$ cat config.mk
export PLATFORM = sky130hd
export DESIGN_NAME = hex_record_text_encoder
export DESIGN_NICKNAME = d
export VERILOG_FILES = /design/src/hdl/hrte_pkg.sv /design/src/hdl/hrte_front.sv /design/src/hdl/hrte_queue.sv /design/src/hdl/hrte_back.sv /design/src/hdl/hex_record_text_encoder.sv
export SDC_FILE = /design/constraint.sdc
export NUM_CORES = 1
export LEC_CHECK = 0
export ABC_AREA = 1
export BUFFER_PORTS_ARGS = -buffer_cell sky130_fd_sc_hd__buf_2
export CAP_MARGIN = 40
export CORE_ASPECT_RATIO = 2
export CORE_MARGIN = 2
export CORE_UTILIZATION = 40
export DETAILED_ROUTE_END_ITERATION = 7
export PLACE_DENSITY_LB_ADDON = 0.15
export SKIP_LAST_GASP = 1
export SYNTH_ARGS = -nofsm -noshare
export SYNTH_HDL_FRONTEND = slang
export SYNTH_SLANG_ARGS = --single-unit
$ cat constraint.sdc
create_clock -name clk -period 6.1 [get_ports clk]
set_input_delay 1.22 -clock clk [delete_from_list [all_inputs] [get_ports clk]]
set_output_delay 1.22 -clock clk [all_outputs]
set_load 0.005 [all_outputs]
$ cat src/hdl/hrte_pkg.sv
`timescale 1ns / 1ps
`default_nettype none
// ----------------------------------------------------------------------------
// hrte_pkg
// Types, codes and a helper function shared by the HEX record text encoder.
// ----------------------------------------------------------------------------
package hrte_pkg;

	typedef enum logic [1:0] {
		ACT_BEGIN = 2'd0,
		ACT_DATA  = 2'd1,
		ACT_END   = 2'd2
	} action_t;

	localparam logic [6:0] CHAR_COLON = 7'h3A;
	localparam logic [6:0] CHAR_ZERO  = 7'h30;
	localparam logic [3:0] HDR_LAST   = 4'd8;
	localparam logic [3:0] BYTE_LAST  = 4'd1;

	typedef struct packed {
		logic        is_hdr;
		logic [23:0] body;
		logic        done;
	} entry_t;

	function automatic logic [6:0] hex_char(input logic [3:0] nib);
		logic [6:0] wide;
		wide = {3'b000, nib};
		hex_char = (nib < 4'd10) ? (CHAR_ZERO + wide) : (7'h37 + wide);
	endfunction

endpackage
`default_nettype wire

$ cat src/hdl/hrte_front.sv
`timescale 1ns / 1ps
`default_nettype none
// ----------------------------------------------------------------------------
// hrte_front
// Accepts requests, keeps the running checksum and queues one work entry per
// request that produces characters.
// ----------------------------------------------------------------------------
module hrte_front import hrte_pkg::*; (
	input  wire logic        clk,
	input  wire logic        arst_n,
	input  wire logic        in_valid,
	output logic             in_ready,
	input  wire logic [1:0]  action,
	input  wire logic [7:0]  record_length,
	input  wire logic [15:0] load_address,
	input  wire logic [7:0]  data_byte,
	output logic             push,
	output entry_t           push_entry,
	input  wire logic        queue_ready
);

	logic [7:0] sum_q;
	logic       accept;

	assign in_ready = queue_ready;
	assign accept   = in_valid && in_ready;

	always_comb begin
		push       = 1'b0;
		push_entry = '{is_hdr: 1'b0, body: 24'd0, done: 1'b0};
		case (action_t'(action))
			ACT_BEGIN: begin
				push       = accept;
				push_entry = '{is_hdr: 1'b1, body: {record_length, load_address}, done: 1'b0};
			end
			ACT_DATA: begin
				push       = accept;
				push_entry = '{is_hdr: 1'b0, body: {16'd0, data_byte}, done: 1'b0};
			end
			ACT_END: begin
				push       = accept;
				push_entry = '{is_hdr: 1'b0, body: {16'd0, 8'd0 - sum_q}, done: 1'b1};
			end
			default: begin
				push = 1'b0;
			end
		endcase
	end

	always_ff @(posedge clk or negedge arst_n) begin
		if (!arst_n) begin
			sum_q <= 8'd0;
		end else if (accept) begin
			case (action_t'(action))
				ACT_BEGIN: sum_q <= record_length + load_address[15:8] + load_address[7:0];
				ACT_DATA:  sum_q <= sum_q + data_byte;
				default:   sum_q <= sum_q;
			endcase
		end
	end

endmodule
`default_nettype wire

$ cat src/hdl/hrte_queue.sv
`timescale 1ns / 1ps
`default_nettype none
// ----------------------------------------------------------------------------
// hrte_queue
// Small first-in first-out queue of work entries between front and back.
// ----------------------------------------------------------------------------
module hrte_queue import hrte_pkg::*; #(
	parameter int DEPTH = 4
) (
	input  wire logic clk,
	input  wire logic arst_n,
	input  wire logic push,
	input  entry_t    push_entry,
	output logic      push_ready,
	input  wire logic pop,
	output entry_t    pop_entry,
	output logic      pop_valid
);

	localparam int PW = (DEPTH > 1) ? $clog2(DEPTH) : 1;
	localparam int CW = $clog2(DEPTH + 1);
	localparam logic [PW-1:0] PTR_LAST = PW'(DEPTH - 1);
	localparam logic [CW-1:0] CNT_FULL = CW'(DEPTH);

	entry_t        mem_q [DEPTH];
	logic [PW-1:0] wr_ptr_q;
	logic [PW-1:0] rd_ptr_q;
	logic [CW-1:0] count_q;
	logic          do_push;
	logic          do_pop;

	assign push_ready = (count_q != CNT_FULL);
	assign pop_valid  = (count_q != '0);
	assign pop_entry  = mem_q[rd_ptr_q];
	assign do_push    = push && push_ready;
	assign do_pop     = pop && pop_valid;

	always_ff @(posedge clk) begin
		if (do_push) begin
			mem_q[wr_ptr_q] <= push_entry;
		end
	end

	always_ff @(posedge clk or negedge arst_n) begin
		if (!arst_n) begin
			wr_ptr_q <= '0;
			rd_ptr_q <= '0;
			count_q  <= '0;
		end else begin
			if (do_push) begin
				wr_ptr_q <= (wr_ptr_q == PTR_LAST) ? '0 : wr_ptr_q + 1'b1;
			end
			if (do_pop) begin
				rd_ptr_q <= (rd_ptr_q == PTR_LAST) ? '0 : rd_ptr_q + 1'b1;
			end
			case ({do_push, do_pop})
				2'b10:   count_q <= count_q + 1'b1;
				2'b01:   count_q <= count_q - 1'b1;
				default: count_q <= count_q;
			endcase
		end
	end

endmodule
`default_nettype wire

$ cat src/hdl/hrte_back.sv
`timescale 1ns / 1ps
`default_nettype none
// ----------------------------------------------------------------------------
// hrte_back
// Serializes queued entries into ASCII characters, one per cycle while not
// stalled by out_ready, through a registered output stage.
// ----------------------------------------------------------------------------
module hrte_back import hrte_pkg::*; (
	input  wire logic       clk,
	input  wire logic       arst_n,
	input  entry_t          pop_entry,
	input  wire logic       pop_valid,
	output logic            pop,
	output logic            out_valid,
	input  wire logic       out_ready,
	output logic [6:0]      ascii_char,
	output logic            record_done
);

	entry_t     cur_q;
	logic       busy_q;
	logic [3:0] idx_q;
	logic       out_valid_q;
	logic [6:0] char_q;
	logic       done_q;
	logic       advance;
	logic       last;
	logic [3:0] nib;
	logic [6:0] char_next;
	logic       done_next;

	assign advance = !out_valid_q || out_ready;
	assign last    = (idx_q == (cur_q.is_hdr ? HDR_LAST : BYTE_LAST));
	assign pop     = pop_valid && (!busy_q || (advance && last));

	always_comb begin
		nib = 4'd0;
		if (cur_q.is_hdr) begin
			case (idx_q)
				4'd1:    nib = cur_q.body[23:20];
				4'd2:    nib = cur_q.body[19:16];
				4'd3:    nib = cur_q.body[15:12];
				4'd4:    nib = cur_q.body[11:8];
				4'd5:    nib = cur_q.body[7:4];
				4'd6:    nib = cur_q.body[3:0];
				default: nib = 4'd0;
			endcase
			char_next = (idx_q == 4'd0) ? CHAR_COLON : hex_char(nib);
			done_next = 1'b0;
		end else begin
			nib       = (idx_q == 4'd0) ? cur_q.body[7:4] : cur_q.body[3:0];
			char_next = hex_char(nib);
			done_next = cur_q.done && (idx_q == BYTE_LAST);
		end
	end

	always_ff @(posedge clk) begin
		if (pop) begin
			cur_q <= pop_entry;
		end
		if (advance && busy_q) begin
			char_q <= char_next;
			done_q <= done_next;
		end
	end

	always_ff @(posedge clk or negedge arst_n) begin
		if (!arst_n) begin
			busy_q      <= 1'b0;
			idx_q       <= 4'd0;
			out_valid_q <= 1'b0;
		end else begin
			if (advance) begin
				out_valid_q <= busy_q;
			end
			if (!busy_q) begin
				busy_q <= pop_valid;
				idx_q  <= 4'd0;
			end else if (advance) begin
				if (last) begin
					busy_q <= pop_valid;
					idx_q  <= 4'd0;
				end else begin
					idx_q <= idx_q + 1'b1;
				end
			end
		end
	end

	assign out_valid   = out_valid_q;
	assign ascii_char  = char_q;
	assign record_done = done_q;

endmodule
`default_nettype wire

$ cat src/hdl/hex_record_text_encoder.sv
`timescale 1ns / 1ps
`default_nettype none
// ----------------------------------------------------------------------------
// hex_record_text_encoder
// Intel HEX data record encoder producing one ASCII character per result.
// ----------------------------------------------------------------------------
// Each request is classified at the input, which also keeps the running
// checksum, and is queued for the serializer. The serializer emits one
// character per clock while out_ready is high, so a begin request yields nine
// characters and a data or end request two; action code 3 is dropped and yields none.
// Requests are accepted while the queue has room, QUEUE_DEPTH entries
// ahead of the character being shown. The output register sets the
// sustained rate of one character per cycle while out_ready is high.
module hex_record_text_encoder import hrte_pkg::*; #(
	parameter int QUEUE_DEPTH = 4
) (
	input  wire logic        clk,
	input  wire logic        arst_n,
	input  wire logic        in_valid,
	output logic             in_ready,
	input  wire logic [1:0]  action,
	input  wire logic [7:0]  record_length,
	input  wire logic [15:0] load_address,
	input  wire logic [7:0]  data_byte,
	output logic             out_valid,
	input  wire logic        out_ready,
	output logic [6:0]       ascii_char,
	output logic             record_done
);

	logic   push;
	entry_t push_entry;
	logic   queue_ready;
	logic   pop;
	entry_t pop_entry;
	logic   pop_valid;

	hrte_front u_front (
		.clk          (clk),
		.arst_n       (arst_n),
		.in_valid     (in_valid),
		.in_ready     (in_ready),
		.action       (action),
		.record_length(record_length),
		.load_address (load_address),
		.data_byte    (data_byte),
		.push         (push),
		.push_entry   (push_entry),
		.queue_ready  (queue_ready)
	);

	hrte_queue #(
		.DEPTH(QUEUE_DEPTH)
	) u_queue (
		.clk       (clk),
		.arst_n    (arst_n),
		.push      (push),
		.push_entry(push_entry),
		.push_ready(queue_ready),
		.pop       (pop),
		.pop_entry (pop_entry),
		.pop_valid (pop_valid)
	);

	hrte_back u_back (
		.clk        (clk),
		.arst_n     (arst_n),
		.pop_entry  (pop_entry),
		.pop_valid  (pop_valid),
		.pop        (pop),
		.out_valid  (out_valid),
		.out_ready  (out_ready),
		.ascii_char (ascii_char),
		.record_done(record_done)
	);

endmodule
`default_nettype wire

==> flow_summary.ini, run 1 <==
[status]
status = completed

[hold_path]
hp-class = reg -> reg
holdPathEnd = u_back.out_valid
hold_depth = 2
holdCritStartpoint = u_back.busy_q

[floorplanning]
dieArea_sq_mm = 0.0208
ios = 48
core-area_sq_mm = 0.0193
start_util_pct = 40.7
rows = 72
die_h_um = 202
die_w_um = 103

[finish]
num_antenna_cells = 0
area_growth_pct = 15.9
drive_gt1_share_pct = 15.9
fillerInstances = 1824
finalNetCount = 866

[critical_path]
ff2ff_path_depth = 11
cp_slowest_cell = dfrtp_1
cp_slowest_stage_delay_ns = 0.60
critPathKind = reg -> reg
r2r-start = u_back.idx_q[2]
critPathArrivalTime_ns = 3.43
required_ns = 6.41
cp_top_family = adder cells
cp_num_buf_inv = 2
crit_path_start_kind = register
path_max_fanout = 31
cp_cell_sequence = nor2_4, o21ai_2, o21ai_1, nand2_1, inv_2, ha_1, inv_1, fa_1, a21oi_1, o21ai_0, xnor2_1
endpoint_kind = register
r2r_setup_slack_ns = 2.98
r2r-end = u_queue.count_q[2]

[clock_tree]
root_buffer = clkbuf_16
post-cts-setup-buffer-count = 0
htreeDepth = 4
holdBufCountCts = 0
clock_path_buffers = 2
cts_tree = built
cts_sinks = 159
clk_pin_slew_worst_paths_ns = 0.06
cts_resized = 0
cts-buffers-inserted = 17
worstSkewPairLatency_ns = 0.42

[timing]
setup_violations = 0
finClkSkew_ns = 0.00685
fin_crit_sh_pct = 51.1
setup_tns_ns = 0
report.final.slew_viol_count = 0
rsz0062_at_grt = no
timing.fmax_mhz = 321
worst_slew_pin_slew_ns = 0.923
finalHoldViolCount = 0
finalCriticalPeriod_ns = 3.12
relSlewSlack_pct = 38.2

[grt]
antenna_found_initial = 0
grt_pass1_wl_mm = 29.8
grt_use_total_pct = 19.5
grt_pass1_vias = 5731
grt_max_degree = 56
grt_overflow_total = 0

[run]
maxCapViolations = 0

[synthesis]
seq_area_frac_synth_pct = 59.5
synth_cell_types = 41
async_flop_share_pct = 13.2
synth_nets = 814
synth_edf_count = 138
ys_ff_latch = 159
syn_avg_cell_area_sq_um = 10.6
synth_warnings = 0
syn-cell-area_sq_mm = 0.00785
postSynthCellCount = 740
synthFlopType = edfxtp_1

[pwr]
sw_frac_of_total_pct = 37.0
seqPwrFrac_pct = 37.4
p_per_area_mw_per_mm2 = 488
clkPwrFrac_pct = 26.0
p_leak_nw = 3.68
p_int_mw = 2.80
switching_power_mw = 1.65
power.total_mw = 4.45
ir_drop_mv = 0.236
p_comb_share_pct = 36.5

[placement]
portBuffers = 47
gp_congestion = 0.941
hpwl_mm = 14.1

[drt]
drc = 0
vias = 5523
routedWlPerCell_um = 17.8
postRouteAntennaNets = 0
routed_wl_mm = 18.9
viasPerCell = 5.19
dr.pass1.iters = 4
drtIter0Drc = 323
flip-flops by register name (all words and copies together) (netlist names):
signal              cells
u_queue.mem_q         104
u_queue.wr_ptr_q        2
u_back.cur_q           26
u_back.ascii_char       7
u_queue.count_q         3
u_back.out_valid        1
u_front.sum_q           8
u_back.idx_q            4
u_back.busy_q           1
u_back.record_done      1
u_queue.rd_ptr_q        2
cells by family after synthesis:
family | after synthesis | share of synthesized area (%)
buffers and inverters | 105 | 5.43
DFF | 159 | 59.5
xor gates and xnor gates | 10 | 1.12
muxes | 1 | 0.127
adders and majority gates | 36 | 6.69
AOI/OAI and AO/OA | 145 | 10.3
and+or+nand+nor | 284 | 16.9
power groups by stage:
stage / combinational (mW) / clock, mW / sequential, mW
floorplan: 1.18 / 0 / 1.63
global placement: 1.54 / 0 / 1.68
detailed placement: 1.64 / 0 / 1.69
CTS: 1.64 / 1.17 / 1.67
global route: 1.84 / 1.22 / 1.69
finish: 1.62 / 1.16 / 1.67
stage by stage:
step | hold slack, ns | setup slack [ns] | cell area (sq um) | utilization, % | std cells
after CTS | 0.501 | 2.94 | 9110 | 47.2 | 1064
after global routing | 0.527 | 2.70 | 9110 | 47.2 | 1064
final | 0.497 | 2.98 | 9110 | 47.2 | 1064
after global placement | 0.469 | 2.83 | 8350 | 43.3 | 1026
after detailed placement | 0.488 | 2.82 | 8460 | 43.9 | 1032
after floorplan | 0.456 | 3.05 | 7850 | - | 740
synthesized netlist by cell type (6+ instances only):
library cell | instances | area [sq um]
edfxtp_1 | 138 | 4140
nor2_1 | 101 | 379
nand2_1 | 92 | 345
o21ai_0 | 76 | 380
inv_1 | 74 | 278
nand3_1 | 41 | 205
o22ai_1 | 28 | 175
ha_1 | 26 | 325
dfrtp_1 | 21 | 526
a21oi_1 | 19 | 95.1
clkbuf_1 | 15 | 56.3
nand4_1 | 14 | 87.6
fa_1 | 10 | 200
nand2_2 | 8 | 50.1
nand3_2 | 8 | 80.1
o21ai_1 | 7 | 35.0
xnor2_1 | 6 | 52.6
placed cells by master (no fill, tap or decap), drive strengths merged, types with 19 or more instances in the layout:
cell / n
a21oi: 19
buf: 56
clkbuf: 19
dfrtp: 21
edfxtp: 138
ha: 26
inv: 81
nand2: 104
nand3: 50
nor2: 107
o21ai: 87
o22ai: 28
worst max-delay path by stage:
stage	start	to	cells past startpoint
after global placement	out_ready	u_queue.count_q[2]	11
after CTS	u_back.idx_q[2]	u_queue.count_q[2]	11
final	u_back.idx_q[2]	u_queue.count_q[2]	11
after detailed placement	out_ready	u_queue.count_q[2]	11
after floorplan	action[1]	u_queue.mem_q[0][0]	3
after global routing	u_back.idx_q[2]	u_queue.count_q[2]	11
final cells by class:
cell class | count | area (sq um) | share of cell area, %
clock inverter | 13 | 210 | 2.31
sequential | 159 | 4670 | 51.3
tap | 259 | 324 | 3.56
clock buffer | 19 | 433 | 4.75
timing repair buffer | 56 | 373 | 4.09
multi-input combinational | 476 | 2790 | 30.6
inverter | 82 | 309 | 3.39
worst min-delay path, cell delays in order, from the launching register on:
cell	delay, ns
dfrtp_1	0.34
inv_1	0.07
nand2_1	0.06
layer usage:
metal / vias to the layer above / share of wire, % / GRT usage, %
met3: 59 / 3.1 / 3.32
met1: 2639 / 35 / 19.8
met5: - / 0 / 0
met2: 150 / 55 / 35.0
met4: 0 / 6.5 / 13.3
li1: 2675 / - / -
Power figures use the tool's default switching activity.
==> inputs of run 2 (changes only) <==
==> constraint.sdc (replaced) <==
create_clock -name clk -period 3 [get_ports clk]
set_input_delay 0.6 -clock clk [delete_from_list [all_inputs] [get_ports clk]]
set_output_delay 0.6 -clock clk [all_outputs]
set_load 0.005 [all_outputs]
==> flow_summary.ini, run 2 (same netlist as run 1, synthesis figures left out) <==
[timing]
setup_tns_ns = 0
finClkSkew_ns = 0.00925
worst_slew_pin_slew_ns = 0.633
timing.fmax_mhz = 394
rsz0062_at_grt = no
finalCriticalPeriod_ns = 2.54
report.final.slew_viol_count = 0
setup_violations = 0
fin_crit_sh_pct = 84.6
finalHoldWorstSlack_ns = 0.192
finalHoldViolCount = 0
relSlewSlack_pct = 57.8

[clock_tree]
clock_path_buffers = 2
cts_resized = 0
htreeDepth = 4
cts_sinks = 159
root_buffer = clkbuf_16
clk_pin_slew_worst_paths_ns = 0.07
holdBufCountCts = 0
cts-buffers-inserted = 17
cts_tree = built
post-cts-setup-buffer-count = 0
worstSkewPairLatency_ns = 0.42

[finish]
finalNetCount = 875
num_antenna_cells = 0
register_area_sq_mm = 0.00467
drive_gt1_share_pct = 17.2
mostFrequentLayoutCells = edfxtp_1, nor2_1, nand2_1
top_regs = u_queue.mem_q: 104 flops, u_back.cur_q: 26 flops, u_front.sum_q: 8 flops
final_common_cell = edfxtp_1
fillerInstances = 1833
area_growth_pct = 15.2
multi_input_area_sq_mm = 0.00277
largest_reg_flops = 104
largest_register = u_queue.mem_q

[critical_path]
crit_start = u_back.cur_q[25]
ff2ff_path_depth = 13
r2r-start = u_back.cur_q[25]
path_max_fanout = 7
endpoint_kind = register
required_ns = 3.31
r2r-end = u_queue.count_q[2]
crit_path_start_kind = register
critPathArrivalTime_ns = 2.84
r2r_setup_slack_ns = 0.46
endpoint = u_queue.count_q[2]
critPathKind = reg -> reg

[pwr]
ir_drop_mv = 0.402
seqPwrFrac_pct = 38.1
p_leak_nw = 3.68
p_int_mw = 5.46
switching_power_mw = 3.39
p_per_area_mw_per_mm2 = 978
power.total_mw = 8.85
clkPwrFrac_pct = 24.1
sw_frac_of_total_pct = 38.3
p_comb_share_pct = 37.8

[drt]
drc = 0
routedWlPerCell_um = 18.2
routed_wl_mm = 19.5
viasPerCell = 5.25
dr.pass1.iters = 7
drtIter0Drc = 296
vias = 5631
postRouteAntennaNets = 0

[run]
maxCapViolations = 0

[grt]
grt_pass1_vias = 5782
grt_use_total_pct = 19.9
antenna_found_initial = 0
grt_overflow_total = 0
grt_max_degree = 55
grt_pass1_wl_mm = 30.4

[floorplanning]
dieArea_sq_mm = 0.0208
core-area_sq_mm = 0.0193
rows = 72
ios = 48
die_w_um = 103
die_h_um = 202
start_util_pct = 40.7

[hold_path]
hp-class = in -> async

[placement]
portBuffers = 47
hpwl_mm = 14.6
gp_congestion = 0.940

[status]
status = completed
run 2: changes by cell type in the layout (fill, tap and decap cells not counted):
cell        delta
clkinv_2       +2
buf_4         +13
nor2_4         -4
bufinv_16      -3
clkbuf_1       -2
clkinvlp_4     +3
clkinv_1       -1
inv_8          +1
inv_6          +3
buf_12         -4
nor2_2         +4
clkinv_4       -3
run 2: how the worst min path moves through the flow:
stage,end,slack (ns),cells past startpoint
floorplan,u_back.busy_q,0.30,0
global placement,u_back.out_valid,0.47,2
detailed placement,u_back.out_valid,0.49,2
CTS,u_back.idx_q[3],0.19,1
global route,u_queue.count_q[2],0.21,1
finish,u_queue.count_q[2],0.19,1
run 2: power by group through the flow:
stage	combinational, mW	sequential, mW	clock (mW)
3_5_place_dp	3.36	3.42	0
6_report	3.34	3.37	2.13
3_3_place_gp	3.20	3.40	0
4_1_cts	3.37	3.38	2.18
2_1_floorplan	2.39	3.32	0
5_1_grt	3.76	3.42	2.27
run 2: through the flow:
step / cells / setup slack (ns) / utilization, % / instance area [sq um]
4_1_cts: 1073 / 0.443 / 46.9 / 9050
5_1_grt: 1073 / 0.332 / 46.9 / 9050
2_1_floorplan: 740 / 0.434 / - / 7850
3_3_place_gp: 1040 / 0.408 / 43.7 / 8430
6_report: 1073 / 0.462 / 46.9 / 9050
3_5_place_dp: 1041 / 0.366 / 43.9 / 8460
run 2: layer usage:
layer	part of all wire, %	track usage (%)	vias to the layer above
li1	-	-	2694
met1	35	19.5	2741
met2	58	37.8	159
met3	3.0	3.25	37
met4	4.6	10.5	0
met5	0	0	-
run 2: layout make-up:
class,instances,area share (%)
Tap cell,259,3.58
Clock inverter,15,1.77
Multi-Input combinational cell,476,30.6
Sequential cell,159,51.6
Inverter,82,3.42
Timing Repair Buffer,65,4.32
Clock buffer,17,4.70
run 2: worst max-delay path, cell delays in order (launching register included):
cell and delay (ns):
edfxtp_1 0.51, inv_1 0.26, nand2_1 0.08, a21oi_1 0.17, o21ai_2 0.11, o21ai_1 0.17, nand2_1 0.08, inv_2 0.07
ha_1 0.14, inv_1 0.07, fa_1 0.38, a21oi_1 0.14, o21ai_0 0.11, xnor2_1 0.14
==> inputs of run 3 (changes only) <==
==> constraint.sdc (replaced) <==
create_clock -name clk -period 2.2 [get_ports clk]
set_input_delay 0.44 -clock clk [delete_from_list [all_inputs] [get_ports clk]]
set_output_delay 0.44 -clock clk [all_outputs]
set_load 0.005 [all_outputs]
==> flow_summary.ini, run 3 (same netlist as run 1, synthesis figures left out) <==
[clock_tree]
holdBufCountCts = 0
clock_path_buffers = 2
root_buffer = clkbuf_16
clk_pin_slew_worst_paths_ns = 0.06
htreeDepth = 4
cts_sinks = 159
cts_tree = built
worstSkewPairLatency_ns = 0.42
cts-buffers-inserted = 17

[critical_path]
crit_path_start_kind = register
required_ns = 2.50
cp_num_buf_inv = 3
path_max_fanout = 3
critPathKind = reg -> reg
critPathArrivalTime_ns = 2.44
cp_top_family = compound AO/OA/AOI/OAI gates
cp_slowest_stage_delay_ns = 0.41
ff2ff_path_depth = 13
path_depth = 13
cp_cell_sequence = inv_2, nand2_2, a21oi_2, o21ai_2, o21ai_2, nand2_2, clkinv_4, ha_4, inv_2, fa_2, a21oi_2, o21ai_1, xnor2_1
endpoint_kind = register
cp_slowest_cell = edfxtp_1

[finish]
final_common_cell = edfxtp_1
fin_util_pct = 49.4
drive_gt1_share_pct = 23.9
largest_register = u_queue.mem_q
largest_reg_flops = 104
finalNetCount = 924
num_antenna_cells = 0
top_regs = u_queue.mem_q: 104 flops, u_back.cur_q: 26 flops, u_front.sum_q: 8 flops
mostFrequentLayoutCells = edfxtp_1, nor2_1, nand2_1
area_growth_pct = 21.4
stdcell_area_sq_mm = 0.00953

[grt]
grt_overflow_total = 0
antenna_found_initial = 0
grt_use_total_pct = 20.1
grt_max_degree = 55
grt_pass1_wl_mm = 30.9
grt_pass1_vias = 6025

[floorplanning]
dieArea_sq_mm = 0.0208
ios = 48
die_h_um = 202
die_w_um = 103
start_util_pct = 40.7
rows = 72
core-area_sq_mm = 0.0193

[placement]
gp_congestion = 0.962
hpwl_mm = 14.6
dpl_cell_area_sq_mm = 0.00883
portBuffers = 47

[timing]
setup_violations = 0
finalCriticalPeriod_ns = 2.13
relSlewSlack_pct = 56.4
finalHoldWorstSlack_ns = 0.0459
fin_crit_sh_pct = 97.0
finClkSkew_ns = 0.00721
report.final.slew_viol_count = 0
rsz0062_at_grt = yes
worst_slew_pin_slew_ns = 0.654
timing.fmax_mhz = 469
finalHoldViolCount = 0

[drt]
vias = 5766
viasPerCell = 5.14
drc = 0
drtIter0Drc = 303
postRouteAntennaNets = 0
routedWlPerCell_um = 17.5
dr.pass1.iters = 4
routed_wl_mm = 19.7

[hold_path]
hp-class = in -> async

[pwr]
ir_drop_mv = 0.569
p_leak_nw = 3.90
p_per_area_mw_per_mm2 = 1310

[status]
status = completed

[run]
maxCapViolations = 0
[run 3: layout make-up]
type | count | area, sq um
sequential | 159 | 4670
inverter | 82 | 314
multi-input combinational | 476 | 2850
clock buffer | 21 | 440
timing repair buffer | 114 | 792
clock inverter | 11 | 141
fill | 1783 | 9750
tap | 259 | 324
[run 3: timing repair]
action                                  CTS  global route
setup buffers                             1             4
endpoints found under the hold margin     0             0
pin swaps                                 1             8
gates resized for setup                   7            21
endpoints found under the setup margin    2             6
[run 3: worst paths after layout]
kind	startpoint	slack, ns	end
min in group clk	out_ready	0.32	u_back.out_valid
max in group asynchronous	arst_n	1.69	u_back.idx_q[1]
setup / recovery	u_back.cur_q[25]	0.07	u_queue.count_q[2]
hold reg to reg	u_queue.count_q[2]	0.50	u_queue.count_q[2]
setup reg to reg	u_back.cur_q[25]	0.07	u_queue.count_q[2]
hold / removal	arst_n	0.05	u_queue.count_q[2]
[run 3: metrics by stage]
stage                     setup WS (ns)  power (mW)  setup TNS, ns  cells
after global routing            -0.0883        13.4         -0.151   1122
after global placement           -0.421        9.31         -0.951   1084
after CTS                       -0.0166        12.4        -0.0166   1118
after detailed placement         -0.419        9.46          -1.23   1085
after floorplan                  -0.193        7.80         -15.11    740
final                            0.0659        12.5              0   1122
[run 3: power by group]
group	internal, mW	switching (mW)	leakage [nW]
Sequential	4.21	0.369	1.53
Clock	1.78	1.14	0.267
Combinational	1.89	3.14	2.11
Total	7.87	4.64	3.90
[run 3: per-layer routing]
metal	track usage (%)	part of all wire (%)	vias up
met5	0	0	-
met4	12.0	6.1	0
met3	3.56	2.6	55
met2	37.8	57	143
met1	19.3	35	2772
li1	-	-	2796
